==> src/hw/rtl/psgp_pkg.sv <==
// package: shared types and constants of the periodic slot greedy placer
`timescale 1ns / 1ps
package psgp_pkg;

	localparam int DELAY_W = 6;
	localparam int CFG_IDX_W = 8;
	localparam int CFG_DATA_W = 8;
	localparam int PERIOD_W = 7;
	localparam int OUT_W = 16;

	localparam logic [CFG_IDX_W-1:0] REG_PERIOD = 8'd0;
	localparam logic [CFG_IDX_W-1:0] REG_CHOICE = 8'd1;

	localparam logic [PERIOD_W-1:0] PERIOD_RST = 7'd64;

	localparam logic RULE_FIRST_FIT = 1'b0;
	localparam logic RULE_POTENTIAL = 1'b1;

	typedef enum logic [3:0] {
		ST_IDLE,
		ST_LOAD_WAIT,
		ST_PREP_RD,
		ST_PREP_GO,
		ST_PREP_WAIT,
		ST_CLEAR,
		ST_ROUTE_RD,
		ST_ROUTE_D,
		ST_SLOT_RD,
		ST_SLOT_CHK,
		ST_J_TEST,
		ST_J_DJ,
		ST_J_ACC,
		ST_J_END,
		ST_WRITE,
		ST_EMIT
	} state_t;

endpackage

==> src/hw/rtl/psgp_mod.sv <==
// shared iterative remainder unit, one quotient bit per cycle
`timescale 1ns / 1ps
module psgp_mod #(
	parameter int PW = 7
) (
	input  logic                         clk,
	input  logic                         arst_n,
	input  logic                         start,
	input  logic [psgp_pkg::DELAY_W-1:0] x,
	input  logic [PW-1:0]                m,
	output logic                         done,
	output logic [PW-1:0]                res
);

	localparam int SW = (psgp_pkg::DELAY_W > 1) ? $clog2(psgp_pkg::DELAY_W) : 1;

	logic                         busy_q;
	logic                         done_q;
	logic [SW-1:0]                step_q;
	logic [psgp_pkg::DELAY_W-1:0] x_q;
	logic [PW-1:0]                m_q;
	logic [PW-1:0]                rem_q;
	logic [PW:0]                  trial;
	logic [PW-1:0]                rem_nx;

	always_comb begin
		trial = {rem_q, x_q[psgp_pkg::DELAY_W-1]};
		if (trial >= {1'b0, m_q}) begin
			rem_nx = PW'(trial - {1'b0, m_q});
		end else begin
			rem_nx = trial[PW-1:0];
		end
	end

	always_ff @(posedge clk or negedge arst_n) begin
		if (!arst_n) begin
			busy_q <= 1'b0;
			done_q <= 1'b0;
			step_q <= '0;
		end else begin
			done_q <= 1'b0;
			if (start) begin
				busy_q <= 1'b1;
				step_q <= SW'(psgp_pkg::DELAY_W - 1);
			end else if (busy_q) begin
				if (step_q == '0) begin
					busy_q <= 1'b0;
					done_q <= 1'b1;
				end else begin
					step_q <= step_q - 1'b1;
				end
			end
		end
	end

	always_ff @(posedge clk) begin
		if (start) begin
			x_q   <= x;
			m_q   <= m;
			rem_q <= '0;
		end else if (busy_q) begin
			x_q   <= {x_q[psgp_pkg::DELAY_W-2:0], 1'b0};
			rem_q <= rem_nx;
		end
	end

	assign done = done_q;
	assign res  = rem_q;

endmodule

==> src/hw/rtl/psgp_map.sv <==
// one-bit slot map memory with registered read
`timescale 1ns / 1ps
module psgp_map #(
	parameter int DEPTH = 64,
	parameter int AW = 6
) (
	input  logic          clk,
	input  logic          we,
	input  logic [AW-1:0] waddr,
	input  logic          wdata,
	input  logic [AW-1:0] raddr,
	output logic          rdata
);

	logic mem [DEPTH];
	logic rdata_q;

	always_ff @(posedge clk) begin
		if (we) begin
			mem[waddr] <= wdata;
		end
		rdata_q <= mem[raddr];
	end

	assign rdata = rdata_q;

endmodule

==> src/hw/rtl/periodic_slot_greedy_placer.sv <==
// top level: route store, sequencer and slot maps of the periodic slot greedy placer
`timescale 1ns / 1ps
// Each route item is accepted, then the shared 6-step remainder unit reduces its delay
// modulo the period before it is stored. The item with tlast starts placement: the stored
// delays are reduced again one route at a time, the slot maps are cleared slot by slot,
// then each route tries its slots in turn, waiting while the output register stays
// full; in potential mode each free slot is scored against every later route.
// Results leave one per route through an output register; no item is taken until
// placement has finished.
module periodic_slot_greedy_placer #(
	parameter int MAX_PERIOD = 64,
	parameter int MAX_ROUTES = 16
) (
	input  logic                           clk,
	input  logic                           arst_n,
	input  logic                           cfg_valid,
	output logic                           cfg_ready,
	input  logic [psgp_pkg::CFG_IDX_W-1:0] cfg_index,
	input  logic [psgp_pkg::CFG_DATA_W-1:0] cfg_data,
	input  logic                           s_tvalid,
	output logic                           s_tready,
	input  logic [7:0]                     s_tdata,  // route_delay[5:0]
	input  logic                           s_tlast,  // last_route
	output logic                           m_tvalid,
	input  logic                           m_tready,
	// route_index[3:0], placed[4], slot[10:5], placed_total[15:11]
	output logic [psgp_pkg::OUT_W-1:0]     m_tdata,
	output logic                           m_tlast   // last_result
);

	localparam int PW  = $clog2(MAX_PERIOD + 1);
	localparam int AW  = $clog2(MAX_PERIOD);
	localparam int IW  = (MAX_ROUTES > 1) ? $clog2(MAX_ROUTES) : 1;
	localparam int CW  = $clog2(MAX_ROUTES + 1);
	localparam int SCW = $clog2(2 * MAX_ROUTES + 1);
	localparam int EW  = (PW > psgp_pkg::PERIOD_W) ? PW : psgp_pkg::PERIOD_W;
	localparam int DW  = psgp_pkg::DELAY_W;

	psgp_pkg::state_t state_q, state_nx;

	logic [psgp_pkg::PERIOD_W-1:0] period_q;
	logic                          rule_q;
	logic [PW-1:0]                 p_eff;
	logic [EW-1:0]                 p_ext;

	logic [DW-1:0] store [MAX_ROUTES];
	logic [DW-1:0] sdata_q;
	logic          st_we;
	logic [IW-1:0] st_waddr;
	logic [DW-1:0] st_wdata;
	logic [IW-1:0] st_raddr;

	logic [CW-1:0]  cnt_q, k_q, r_q, j_q, total_q;
	logic           last_q;
	logic [AW-1:0]  clr_q, s_q, t_q, best_q;
	logic [DW-1:0]  d_q;
	logic           bestv_q;
	logic [SCW-1:0] score_q, bscore_q;
	logic           out_valid_q;
	logic [psgp_pkg::OUT_W-1:0] out_data_q;
	logic           out_last_q;

	logic          mod_start, mod_done;
	logic [DW-1:0] mod_x;
	logic [PW-1:0] mod_res;

	logic          f_we, r_we, f_wd, r_wd, f_rd, r_rd;
	logic [AW-1:0] f_wa, r_wa, f_ra, r_ra;

	logic in_acc, out_free, s_last, free_slot, take;

	function automatic logic [AW-1:0] wrap(input logic [PW:0] v, input logic [PW-1:0] pp);
		logic [AW-1:0] w;
		if (v >= {1'b0, pp}) begin
			w = AW'(v - {1'b0, pp});
		end else begin
			w = AW'(v);
		end
		return w;
	endfunction

	always_comb begin
		p_ext = EW'(period_q);
		if (p_ext == '0) begin
			p_eff = PW'(1);
		end else if (p_ext > EW'(MAX_PERIOD)) begin
			p_eff = PW'(MAX_PERIOD);
		end else begin
			p_eff = PW'(p_ext);
		end
	end

	assign cfg_ready = 1'b1;
	assign s_tready  = (state_q == psgp_pkg::ST_IDLE);
	assign in_acc    = s_tvalid && s_tready;
	assign out_free  = !out_valid_q || m_tready;
	assign s_last    = (PW'(s_q) == p_eff - PW'(1));
	assign free_slot = !f_rd && !r_rd;
	assign take      = !bestv_q || (score_q > bscore_q);

	// next state
	always_comb begin
		state_nx = state_q;
		case (state_q)
			psgp_pkg::ST_IDLE: begin
				if (in_acc) state_nx = psgp_pkg::ST_LOAD_WAIT;
			end
			psgp_pkg::ST_LOAD_WAIT: begin
				if (mod_done) state_nx = last_q ? psgp_pkg::ST_PREP_RD : psgp_pkg::ST_IDLE;
			end
			psgp_pkg::ST_PREP_RD: state_nx = psgp_pkg::ST_PREP_GO;
			psgp_pkg::ST_PREP_GO: state_nx = psgp_pkg::ST_PREP_WAIT;
			psgp_pkg::ST_PREP_WAIT: begin
				if (mod_done) begin
					state_nx = (k_q + CW'(1) == cnt_q) ? psgp_pkg::ST_CLEAR : psgp_pkg::ST_PREP_RD;
				end
			end
			psgp_pkg::ST_CLEAR: begin
				if (PW'(clr_q) == p_eff - PW'(1)) state_nx = psgp_pkg::ST_ROUTE_RD;
			end
			psgp_pkg::ST_ROUTE_RD: state_nx = psgp_pkg::ST_ROUTE_D;
			psgp_pkg::ST_ROUTE_D: state_nx = psgp_pkg::ST_SLOT_RD;
			psgp_pkg::ST_SLOT_RD: state_nx = psgp_pkg::ST_SLOT_CHK;
			psgp_pkg::ST_SLOT_CHK: begin
				if (free_slot && rule_q == psgp_pkg::RULE_FIRST_FIT) begin
					state_nx = psgp_pkg::ST_WRITE;
				end else if (free_slot) begin
					state_nx = psgp_pkg::ST_J_TEST;
				end else if (s_last) begin
					state_nx = psgp_pkg::ST_WRITE;
				end else begin
					state_nx = psgp_pkg::ST_SLOT_RD;
				end
			end
			psgp_pkg::ST_J_TEST: begin
				state_nx = (j_q < cnt_q) ? psgp_pkg::ST_J_DJ : psgp_pkg::ST_J_END;
			end
			psgp_pkg::ST_J_DJ: state_nx = psgp_pkg::ST_J_ACC;
			psgp_pkg::ST_J_ACC: state_nx = psgp_pkg::ST_J_TEST;
			psgp_pkg::ST_J_END: state_nx = s_last ? psgp_pkg::ST_WRITE : psgp_pkg::ST_SLOT_RD;
			psgp_pkg::ST_WRITE: state_nx = psgp_pkg::ST_EMIT;
			psgp_pkg::ST_EMIT: begin
				if (out_free) begin
					state_nx = (r_q + CW'(1) == cnt_q) ? psgp_pkg::ST_IDLE : psgp_pkg::ST_ROUTE_RD;
				end
			end
			default: state_nx = psgp_pkg::ST_IDLE;
		endcase
	end

	// datapath controls
	always_comb begin
		mod_start = 1'b0;
		mod_x     = s_tdata[DW-1:0];
		st_we     = 1'b0;
		st_waddr  = cnt_q[IW-1:0];
		st_wdata  = DW'(mod_res);
		st_raddr  = k_q[IW-1:0];
		f_we = 1'b0;
		r_we = 1'b0;
		f_wd = 1'b0;
		r_wd = 1'b0;
		f_wa = clr_q;
		r_wa = clr_q;
		f_ra = s_q;
		r_ra = wrap((PW+1)'(s_q) + (PW+1)'(d_q), p_eff);
		case (state_q)
			psgp_pkg::ST_IDLE: mod_start = in_acc;
			psgp_pkg::ST_LOAD_WAIT: st_we = mod_done && (cnt_q < CW'(MAX_ROUTES));
			psgp_pkg::ST_PREP_GO: begin
				mod_start = 1'b1;
				mod_x     = sdata_q;
			end
			psgp_pkg::ST_PREP_WAIT: begin
				st_we    = mod_done;
				st_waddr = k_q[IW-1:0];
			end
			psgp_pkg::ST_CLEAR: begin
				f_we = 1'b1;
				r_we = 1'b1;
			end
			psgp_pkg::ST_ROUTE_RD: st_raddr = r_q[IW-1:0];
			psgp_pkg::ST_J_TEST: st_raddr = j_q[IW-1:0];
			psgp_pkg::ST_J_DJ: begin
				r_ra = wrap((PW+1)'(s_q) + (PW+1)'(sdata_q), p_eff);
				f_ra = wrap((PW+1)'(t_q) + (PW+1)'(p_eff) - (PW+1)'(sdata_q), p_eff);
			end
			psgp_pkg::ST_WRITE: begin
				f_we = bestv_q;
				r_we = bestv_q;
				f_wd = 1'b1;
				r_wd = 1'b1;
				f_wa = best_q;
				r_wa = wrap((PW+1)'(best_q) + (PW+1)'(d_q), p_eff);
			end
			default: begin
			end
		endcase
	end

	always_ff @(posedge clk or negedge arst_n) begin
		if (!arst_n) begin
			state_q     <= psgp_pkg::ST_IDLE;
			period_q    <= psgp_pkg::PERIOD_RST;
			rule_q      <= psgp_pkg::RULE_FIRST_FIT;
			cnt_q       <= '0;
			out_valid_q <= 1'b0;
		end else begin
			state_q <= state_nx;
			if (cfg_valid && cfg_ready) begin
				case (cfg_index)
					psgp_pkg::REG_PERIOD: period_q <= cfg_data[psgp_pkg::PERIOD_W-1:0];
					psgp_pkg::REG_CHOICE: rule_q <= cfg_data[0];
					default: begin
					end
				endcase
			end
			if (state_q == psgp_pkg::ST_LOAD_WAIT && mod_done && cnt_q < CW'(MAX_ROUTES)) begin
				cnt_q <= cnt_q + CW'(1);
			end
			if (state_q == psgp_pkg::ST_EMIT && out_free) begin
				out_valid_q <= 1'b1;
				if (r_q + CW'(1) == cnt_q) cnt_q <= '0;
			end else if (m_tready) begin
				out_valid_q <= 1'b0;
			end
		end
	end

	always_ff @(posedge clk) begin
		if (st_we) begin
			store[st_waddr] <= st_wdata;
		end
		sdata_q <= store[st_raddr];
	end

	always_ff @(posedge clk) begin
		case (state_q)
			psgp_pkg::ST_IDLE: last_q <= s_tlast;
			psgp_pkg::ST_LOAD_WAIT: begin
				k_q   <= '0;
				clr_q <= '0;
			end
			psgp_pkg::ST_PREP_WAIT: if (mod_done) k_q <= k_q + CW'(1);
			psgp_pkg::ST_CLEAR: begin
				clr_q   <= clr_q + AW'(1);
				r_q     <= '0;
				total_q <= '0;
			end
			psgp_pkg::ST_ROUTE_D: begin
				d_q     <= sdata_q;
				s_q     <= '0;
				bestv_q <= 1'b0;
				best_q  <= '0;
			end
			psgp_pkg::ST_SLOT_RD: t_q <= r_ra;
			psgp_pkg::ST_SLOT_CHK: begin
				score_q <= '0;
				j_q     <= r_q + CW'(1);
				if (free_slot && rule_q == psgp_pkg::RULE_FIRST_FIT) begin
					bestv_q <= 1'b1;
					best_q  <= s_q;
				end else if (!free_slot && !s_last) begin
					s_q <= s_q + AW'(1);
				end
			end
			psgp_pkg::ST_J_ACC: begin
				score_q <= score_q + SCW'(f_rd) + SCW'(r_rd);
				j_q     <= j_q + CW'(1);
			end
			psgp_pkg::ST_J_END: begin
				if (take) begin
					bestv_q  <= 1'b1;
					best_q   <= s_q;
					bscore_q <= score_q;
				end
				if (!s_last) s_q <= s_q + AW'(1);
			end
			psgp_pkg::ST_WRITE: if (bestv_q) total_q <= total_q + CW'(1);
			psgp_pkg::ST_EMIT: begin
				if (out_free) begin
					out_data_q <= {5'(total_q), bestv_q ? 6'(best_q) : 6'd0, bestv_q, 4'(r_q)};
					out_last_q <= (r_q + CW'(1) == cnt_q);
					r_q        <= r_q + CW'(1);
				end
			end
			default: begin
			end
		endcase
	end

	psgp_mod #(.PW(PW)) u_mod (
		.clk    (clk),
		.arst_n (arst_n),
		.start  (mod_start),
		.x      (mod_x),
		.m      (state_q == psgp_pkg::ST_IDLE || state_q == psgp_pkg::ST_PREP_GO ? p_eff : p_eff),
		.done   (mod_done),
		.res    (mod_res)
	);

	psgp_map #(.DEPTH(MAX_PERIOD), .AW(AW)) u_fwd (
		.clk   (clk),
		.we    (f_we),
		.waddr (f_wa),
		.wdata (f_wd),
		.raddr (f_ra),
		.rdata (f_rd)
	);

	psgp_map #(.DEPTH(MAX_PERIOD), .AW(AW)) u_ret (
		.clk   (clk),
		.we    (r_we),
		.waddr (r_wa),
		.wdata (r_wd),
		.raddr (r_ra),
		.rdata (r_rd)
	);

	assign m_tvalid = out_valid_q;
	assign m_tdata  = out_data_q;
	assign m_tlast  = out_last_q;

	a_cnt_bound: assert property (@(posedge clk) disable iff (!arst_n)
		cnt_q <= CW'(MAX_ROUTES))
		else $error("route count beyond store size");

	a_total_bound: assert property (@(posedge clk) disable iff (!arst_n)
		(state_q == psgp_pkg::ST_EMIT) |-> ((CW+1)'(total_q) <= (CW+1)'(r_q) + (CW+1)'(1)))
		else $error("placed total exceeds routes handled");

	a_score_rule: assert property (@(posedge clk) disable iff (!arst_n)
		(state_q == psgp_pkg::ST_J_ACC) |-> (rule_q == psgp_pkg::RULE_POTENTIAL))
		else $error("score pass in first-fit mode");

	a_mod_done: assert property (@(posedge clk) disable iff (!arst_n)
		mod_done |-> (state_q == psgp_pkg::ST_LOAD_WAIT || state_q == psgp_pkg::ST_PREP_WAIT))
		else $error("remainder finished outside a wait state");

endmodule

==> config.mk <==
export PLATFORM = sky130hd
export DESIGN_NAME = periodic_slot_greedy_placer
export DESIGN_NICKNAME = d
export VERILOG_FILES = /design/src/hw/rtl/psgp_pkg.sv /design/src/hw/rtl/psgp_mod.sv /design/src/hw/rtl/psgp_map.sv /design/src/hw/rtl/periodic_slot_greedy_placer.sv
export SDC_FILE = /design/constraint.sdc
export NUM_CORES = 1
export LEC_CHECK = 0
export ABC_CLOCK_PERIOD_IN_PS = 4800
export BUFFER_PORTS_ARGS = -buffer_cell sky130_fd_sc_hd__buf_2
export CAP_MARGIN = 10
export CELL_PAD_IN_SITES_DETAIL_PLACEMENT = 1
export CELL_PAD_IN_SITES_GLOBAL_PLACEMENT = 2
export CORE_ASPECT_RATIO = 1.75
export CORE_UTILIZATION = 41
export CTS_BUF_LIST = sky130_fd_sc_hd__clkbuf_8
export CTS_CLUSTER_SIZE = 8
export DETAILED_ROUTE_END_ITERATION = 6
export PLACE_DENSITY_LB_ADDON = 0.1
export SLEW_MARGIN = 20
export SYNTH_ARGS = -nofsm -noshare
export SYNTH_HDL_FRONTEND = slang
export SYNTH_SLANG_ARGS = --single-unit
export TNS_END_PERCENT = 100
==> constraint.sdc <==
create_clock -name clk -period 4.8 [get_ports clk]
set_input_delay 0.48 -clock clk [delete_from_list [all_inputs] [get_ports clk]]
set_output_delay 0.48 -clock clk [all_outputs]
set_load 0.02 [all_outputs]
Word level (Yosys, flattened, before mapping)
Memory sizes are Yosys's and may differ from the RTL's. A register that Yosys moved wholly into a read port is not among the register bits.
Index checks and enable logic that the tools add are counted.
- bits in writable memories: 224
- output and inout bits: 20
- flip-flop bits (word level): 124
- logic and storage cells: 202
- input port bits: 30
- memories kept: 3
- memories (memory ; depth ; bits a word ; rd ports ; clocked after Yosys merged registers in ; write ports ; RTL line ; source):
    store ; 16 ; 6 ; 1 ; 1 ; 1 ; periodic_slot_greedy_placer.sv:46 ; logic [DW-1:0] store [MAX_ROUTES];
    u_fwd.mem ; 64 ; 1 ; 1 ; 1 ; 1 ; psgp_map.sv:15 ; logic mem [DEPTH];
    u_ret.mem ; 64 ; 1 ; 1 ; 1 ; 1 ; psgp_map.sv:15 ;
- eq/ne operators: 32
- $add $sub $neg: 21
- reductions and logical operators: 39
- muxes and demuxes: 70
- magnitude comparators: 9
- bitwise operators: 1
- operator list (cell ; number):
    6-bit two-way mux ; 16
    4-bit case mux with 16 select lines ; 1
    5-bit case mux with 2 select lines ; 4
    6-bit case mux with 3 select lines ; 2
    4-bit == test (second input constant) ; 8
    5-bit two-way mux ; 6
    3-bit two-way mux ; 9
    5-bit by 1-bit adder with 5-bit output (second input constant) ; 5
    4-bit two-way mux ; 6
    6-bit case mux with 2 select lines ; 2
    6-bit subtractor ; 4
    6-bit by 6-bit adder with 7-bit output ; 3
    7-bit >= comparator ; 3
    7-bit two-way mux ; 3
    2-bit inequality test (second input constant) ; 9
    4-bit by 3-bit == test with 1-bit output (second input constant) ; 4
    8-bit by 7-bit >= comparator with 1-bit output ; 2
    2-bit AND reduction ; 8
    1-bit two-way mux ; 15
    6-bit by 7-bit == test with 1-bit output ; 2
    2-bit nonzero test ; 7
    6-bit by 1-bit adder with 6-bit output ; 2
    6-bit by 1-bit adder with 6-bit output (second input constant) ; 2
    5-bit == test ; 2
    29 further kinds ; 47

Longest topological paths before layout
- depth in word-level cells: 10
- gate-level depth with buffers: 29
- mapped depth without buffers: 23

Modules after synthesis
A second synthesis with hierarchy kept.
- cells, all modules: 1591
- area, all modules: 19264.7 um^2
- by module, submodules not included (module ; cells an instance ; area an instance (um^2) ; seq. area each (um^2) ; instances):
    periodic_slot_greedy_placer ; 1043 ; 11987.7 ; 5886.9 ; 1
    psgp_map ; 204 ; 2914.0 ; 1941.9 ; 2
    psgp_mod ; 140 ; 1448.9 ; 655.6 ; 1

Worst setup path after synthesis
OpenSTA, ideal clock, no wires.
- path kind: register to register
- start: reg period_q, in the netlist p_ext[6]
- end: reg u_fwd.rdata_q, in the netlist u_fwd.rdata (read register of u_fwd.mem)
- required time: 4684 ps
- slack: -378 ps
- setup time: 116 ps
- arrival time: 5062 ps
- period minus slack after synthesis: 5178 ps
- buffers on the path: 5
- cell stages (with the launch flop): 27
- cell sequence: dfstp_2 buf_4 clkinv_1 nand2_1 fa_1 fa_1 nor2_1 o21ai_0 nand2b_1 a21o_1 a21oi_1 xnor2_1 ha_1 inv_1 o22ai_1 and4b_1 buf_6 and2_4 buf_6 o311a_1 buf_6 buf_6 mux2i_1 o22ai_1 a2111oi_2 nand4_1 and4_1
- longest elaborated chain between the ends: 8
- elaborated cells on any way between the ends: 10
- those cells by class: add/sub: 3; order compare: 2; mux: 4; reduce/logical: 1
- RTL lines (item ; RTL line ; source):
    start, declared ; periodic_slot_greedy_placer.sv:41 ; logic [psgp_pkg::PERIOD_W-1:0] period_q;
    start signal, assigned ; periodic_slot_greedy_placer.sv:204 ; period_q <= psgp_pkg::PERIOD_RST;
    start signal, assigned ; periodic_slot_greedy_placer.sv:212 ; psgp_pkg::REG_PERIOD: period_q <= cfg_data[psgp_pkg::PERIOD_W-1:0];
    7-bit > comparator ; periodic_slot_greedy_placer.sv:86 ; end else if (p_ext > EW'(MAX_PERIOD)) begin
    7-bit two-way mux ; periodic_slot_greedy_placer.sv:86 ;
    7-bit two-way mux * ; periodic_slot_greedy_placer.sv:84 ; if (p_ext == '0) begin
    6-bit by 7-bit adder with 8-bit output ; periodic_slot_greedy_placer.sv:186 ; f_ra = wrap((PW+1)'(t_q) + (PW+1)'(p_eff) - (PW+1)'(sdata_q), p_eff);
    8-bit by 6-bit subtractor with 8-bit output ; periodic_slot_greedy_placer.sv:186 ;
    8-bit by 7-bit >= comparator with 1-bit output or 6-bit subtractor (tied branches) ; periodic_slot_greedy_placer.sv:74, periodic_slot_greedy_placer.sv:75 ;
    6-bit two-way mux * ; periodic_slot_greedy_placer.sv:74 ; if (v >= {1'b0, pp}) begin
    6-bit two-way mux * ; periodic_slot_greedy_placer.sv:167 ; case (state_q)
    end, declared ; psgp_map.sv:16 ; logic rdata_q;
Mark *: on every way between the ends. The rest lies on a longest branch, timed or not.
A chain may end at the register's enable or synchronous reset.

Worst setup path in the final report
Same ends and word-level chain as after synthesis.

==> results by stage <==
Yosys:
- The share of the synthesized area in compound gates (AO/OA/AOI/OAI) came to 0.07242.
- The synthesis-stage register bit count is approximately 360.
- In the synthesized netlist the async set-or-reset flop fraction comes to 0.06461.
- The count of yosys warnings during synthesis is 0.
- After synthesis, the share of cell area in mux cells is 0.1113.
- Synthesis handed over a netlist of 1625 instances.
- The largest area contributor in the netlist is edfxtp_1.
- Of the total synthesized cell area, the portion taken by AND, OR, NAND and NOR gates is 0.1268.
- The netlist area before placement is 19040 um2.
- The number of nets in the synthesized netlist is 1752.
- Yosys attributes the largest share of cell area to edfxtp_1 50%, mux2i_1 8.0%, ha_1 5.4%, nor2_1 4.6%, dfrtp_1 2.9%.
- The synthesized-area fraction occupied by adder cells is 0.06966.
- Synthesis instantiated 67 different standard cells from the library.
- The cell with the most instances after synthesis is edfxtp_1.
- In this run, synthesis inferred 318 flip-flops with an integrated enable.
- The most used flip-flop cell after synthesis is edfxtp_1.
- Of the synthesized area, sequential elements account for 0.5476.
- The commonest cells after synthesis are 318 x edfxtp_1, 234 x nor2_1, 152 x mux2i_1.
- The portion of synthesized cell area occupied by the leading cell type is 0.5016.
- Of the total synthesized cell area, the portion taken by XOR and XNOR cells is 0.04048.
- The average instance in the mapped netlist occupies 11.72 um2.
- By area, the combinational part of the netlist is dominated by simple AND/OR/NAND/NOR gates.

Routing:
- The total wire length is 53.83 mm.
- The first detailed-routing pass ran for 4 iterations.
- The remaining routing DRC violations is 0.
- After detailed routing, the average wire length per cell comes to around 22 um.
- The detailed router placed 13150 vias in this run.
- The count of nets left with antenna violations once routing finished came out at 0.
- After detailed routing, the number of vias per cell comes to 5.429.
- The number of DRC markers in iteration 0 is 559.

Floorplan:
- The die is 287.1 um tall.
- In this run the standard cell core region covers approximately 46000 um2.
- The initial cell density of the core is 0.4145.
- The die width is 164.9 um.
- The die outline area is 47340 um2.
- 50 I/O pins were placed.
- In this run the core area contains between 100 and 150 standard-cell rows.

Clock network:
- Counting every sink on the clock net gives between 300 and 400.
- The largest buffer count on any clock path is 3.
- The cell at the root of the clock tree is clkbuf_8.
- TritonCTS built the clock tree.
- At the later pin of the worst-skew pair, clock insertion delay measures 0.63 ns.
- The clock tree synthesis step divided the H-tree into 2 levels.
- Counting the buffers created by CTS gives 57.
- The clock edge transition at the registers on the reported setup and hold paths is 0.06 ns.

Placement:
- Port buffering added 45 buffers.
- The final weighted congestion of routability-driven global placement is about 0.83.
- The half-perimeter wire length of the detailed placement result is 40.38 mm.

Status:
- The flow ran to the end, and the final reports show no timing, DRC or antenna violations.

Global routing:
- The initial antenna violation count is 1.
- The first global-routing pass estimated just over 80 mm of wire.
- In the global route stage, overall resource usage came out at 0.2318.
- The number of global-route vias before repair is between 10000 and 15000.
- The leftover overflow at the end of global routing is 0.
- The pin count of the biggest net entering global routing is 93.

Worst hold path:
- The path with the worst hold slack has its endpoint at p_ext[1].
- The number of stages on the worst hold path is 2.
- The path class of the tightest hold or removal check is input pin to flop.
- In this run the most critical hold path is launched from cfg_data[1].

Critical path:
- Data on the critical path is required at its endpoint by about 5.4 ns.
- The worst setup path is of the flop to flop kind.
- The register-to-register path setup slack is 0.01 ns.
- The number of cells on the worst reg-to-reg path is 24.
- The critical path data arrival time is roughly 5.3 ns.
- The worst register-to-register path begins at p_ext[6].
- In this run the critical register-to-register path is captured at u_fwd.rdata.
- The type of destination of the critical path is a flop.
- In this run the worst path has a maximum fanout of 7.
- STA classifies the critical path startpoint as a flop.

Layout:
- Relative to the synthesized area, the layout overhead comes to 16.31%.
- The multi-input combinational cells in the finished layout cover a total of 8363 um2.
- The count of fill cells added during filler insertion is 4926.
- Registers take 10430 um2.
- For this run, the post-layout net count is approximately 1900.
- The share of cells above drive strength 1 is 0.1795.

Timing:
- Measured against its own limit, the worst slew margin works out to 0.3131.
- The final setup violation count is 0.
- Derived from the worst setup path, the maximum achievable clock frequency is 209.0 MHz.
- For the pin with the worst max-slew slack, the measured transition is 1.020 ns.
- Setup repair after global routing could not meet its margin everywhere.
- The hold violation count in the final report is 0.
- The total count of max-transition violations in the final report is 0.
- The final critical delay including setup and external delays is 4.786 ns.
- The worst-case clock skew is 0.03237 ns.
- The worst slack on hold paths is 0.09039 ns.
- Dividing the final minimum period by the clock period gives 0.9970.

Pwr:
- Across the VDD grid, the largest voltage drop is around 400 uV.
- The analysis attributes to cell leakage a power of 8.679 nW.
- Dividing total power by cell area gives a power density of 699.5 nW/um2.
- The sum of internal, switching and leakage power is 15.49 mW.

Job:
- The tool flagged a number of max-cap violations equal to 0.
what timing repair did:
action	4_1_cts	5_1_grt
hold buffers	2	0
endpoints found under the hold margin	23	0
gates resized for setup	16	52
gates cloned	0	2
buffers inserted	2	16
pin swaps	6	22
setup endpoints to repair	1	39
power by group:
| part | leakage (nW) | switching (mW) | total [mW] | internal [mW] |
|---|---|---|---|---|
| Sequential | 3.25 | 0.542 | 4.47 | 3.93 |
| Combinational | 4.81 | 4.57 | 8.63 | 4.06 |
| Clock | 0.626 | 1.21 | 2.39 | 1.17 |
| Total | 8.68 | 6.33 | 15.5 | 9.16 |
layout make-up:
type,instances,share of cell area
inverters,91,0.01605
clock inverters,47,0.01000
multi-input cells,1122,0.3777
well taps,583,0.03294
repair buffers,164,0.05622
flip-flops and latches,356,0.4709
diodes,1,0.0001130
clock buffers,58,0.03605
cell families after synthesis:
kind of cell | Yosys count
AOI/OAI and AO/OA | 217
xor gates and xnor gates | 88
adders and majority gates | 97
buffers and inverters | 147
DFF | 356
muxes | 188
other | 1
and+or+nand+nor | 531
metrics by stage:
step	area, um2	utilization	cells	TNS [ns]	setup WS [ns]
finish	22140	0.4820	2422	0	0.01435
global route	22140	0.4820	2422	-0.1882	-0.1791
CTS	21730	0.4730	2403	0	0.003644
detailed placement	20610	0.4487	2294	-0.1193	-0.1193
global placement	20610	0.4487	2294	-0.06630	-0.06630
floorplan	19080	-	1625	0	0.01194
layout by cell type (no fill, tap or decap), drive strengths merged, types with 43 or more instances in the layout:
| cell type | count |
|---|---|
| a21oi | 70 |
| buf | 160 |
| clkbuf | 60 |
| edfxtp | 318 |
| ha | 82 |
| inv | 116 |
| mux2i | 153 |
| nand2 | 108 |
| nand3 | 43 |
| nor2 | 234 |
| o21ai | 55 |
| xnor2 | 43 |
| xor2 | 45 |
routing by layer:
layer	GRT usage	wire length (um)
met5	0	0
met2	0.4595	30870
met4	0.1144	2703
met1	0.2297	18960
met3	0.02756	1298
sequential cells by signal, summed over array words and instances (netlist names), 7 cells and up:
| register | cells |
|---|---|
| u_fwd.mem | 64 |
| u_mod.res | 7 |
| u_ret.mem | 64 |
| m_tdata | 16 |
| u_mod.m_q | 7 |
| p_ext | 7 |
| store | 96 |
how the worst max path moves through the flow:
| stage | from | end | slack (ns) | depth (start not counted) |
|---|---|---|---|---|
| floorplan | p_ext[6] | u_fwd.rdata | 0.01 | 28 |
| global placement | p_ext[6] | u_fwd.rdata | -0.07 | 25 |
| detailed placement | p_ext[6] | u_fwd.rdata | -0.12 | 25 |
| CTS | s_q[0] | u_ret.rdata | 0.004 | 23 |
| global route | p_ext[6] | u_fwd.rdata | -0.18 | 25 |
| finish | p_ext[6] | u_fwd.rdata | 0.01 | 24 |
worst max-delay path, stage by stage (launching register included):
cell,delay [ns]
dfstp_2,0.60
clkinv_8,0.09
nand2_4,0.07
fa_1,0.42
inv_2,0.09
ha_4,0.21
inv_2,0.06
nor2_2,0.04
o21ai_1,0.13
nand2b_1,0.10
a21o_1,0.20
a21oi_2,0.13
xnor2_1,0.09
ha_1,0.30
inv_1,0.04
o22ai_1,0.14
and4b_2,0.27
and2_4,0.17
buf_4,0.16
o311a_4,0.38
or3_4,0.42
buf_6,0.13
o21a_1,0.19
nand3_1,0.07
and4_1,0.22
Note: power is estimated with default switching activity, not from simulation.
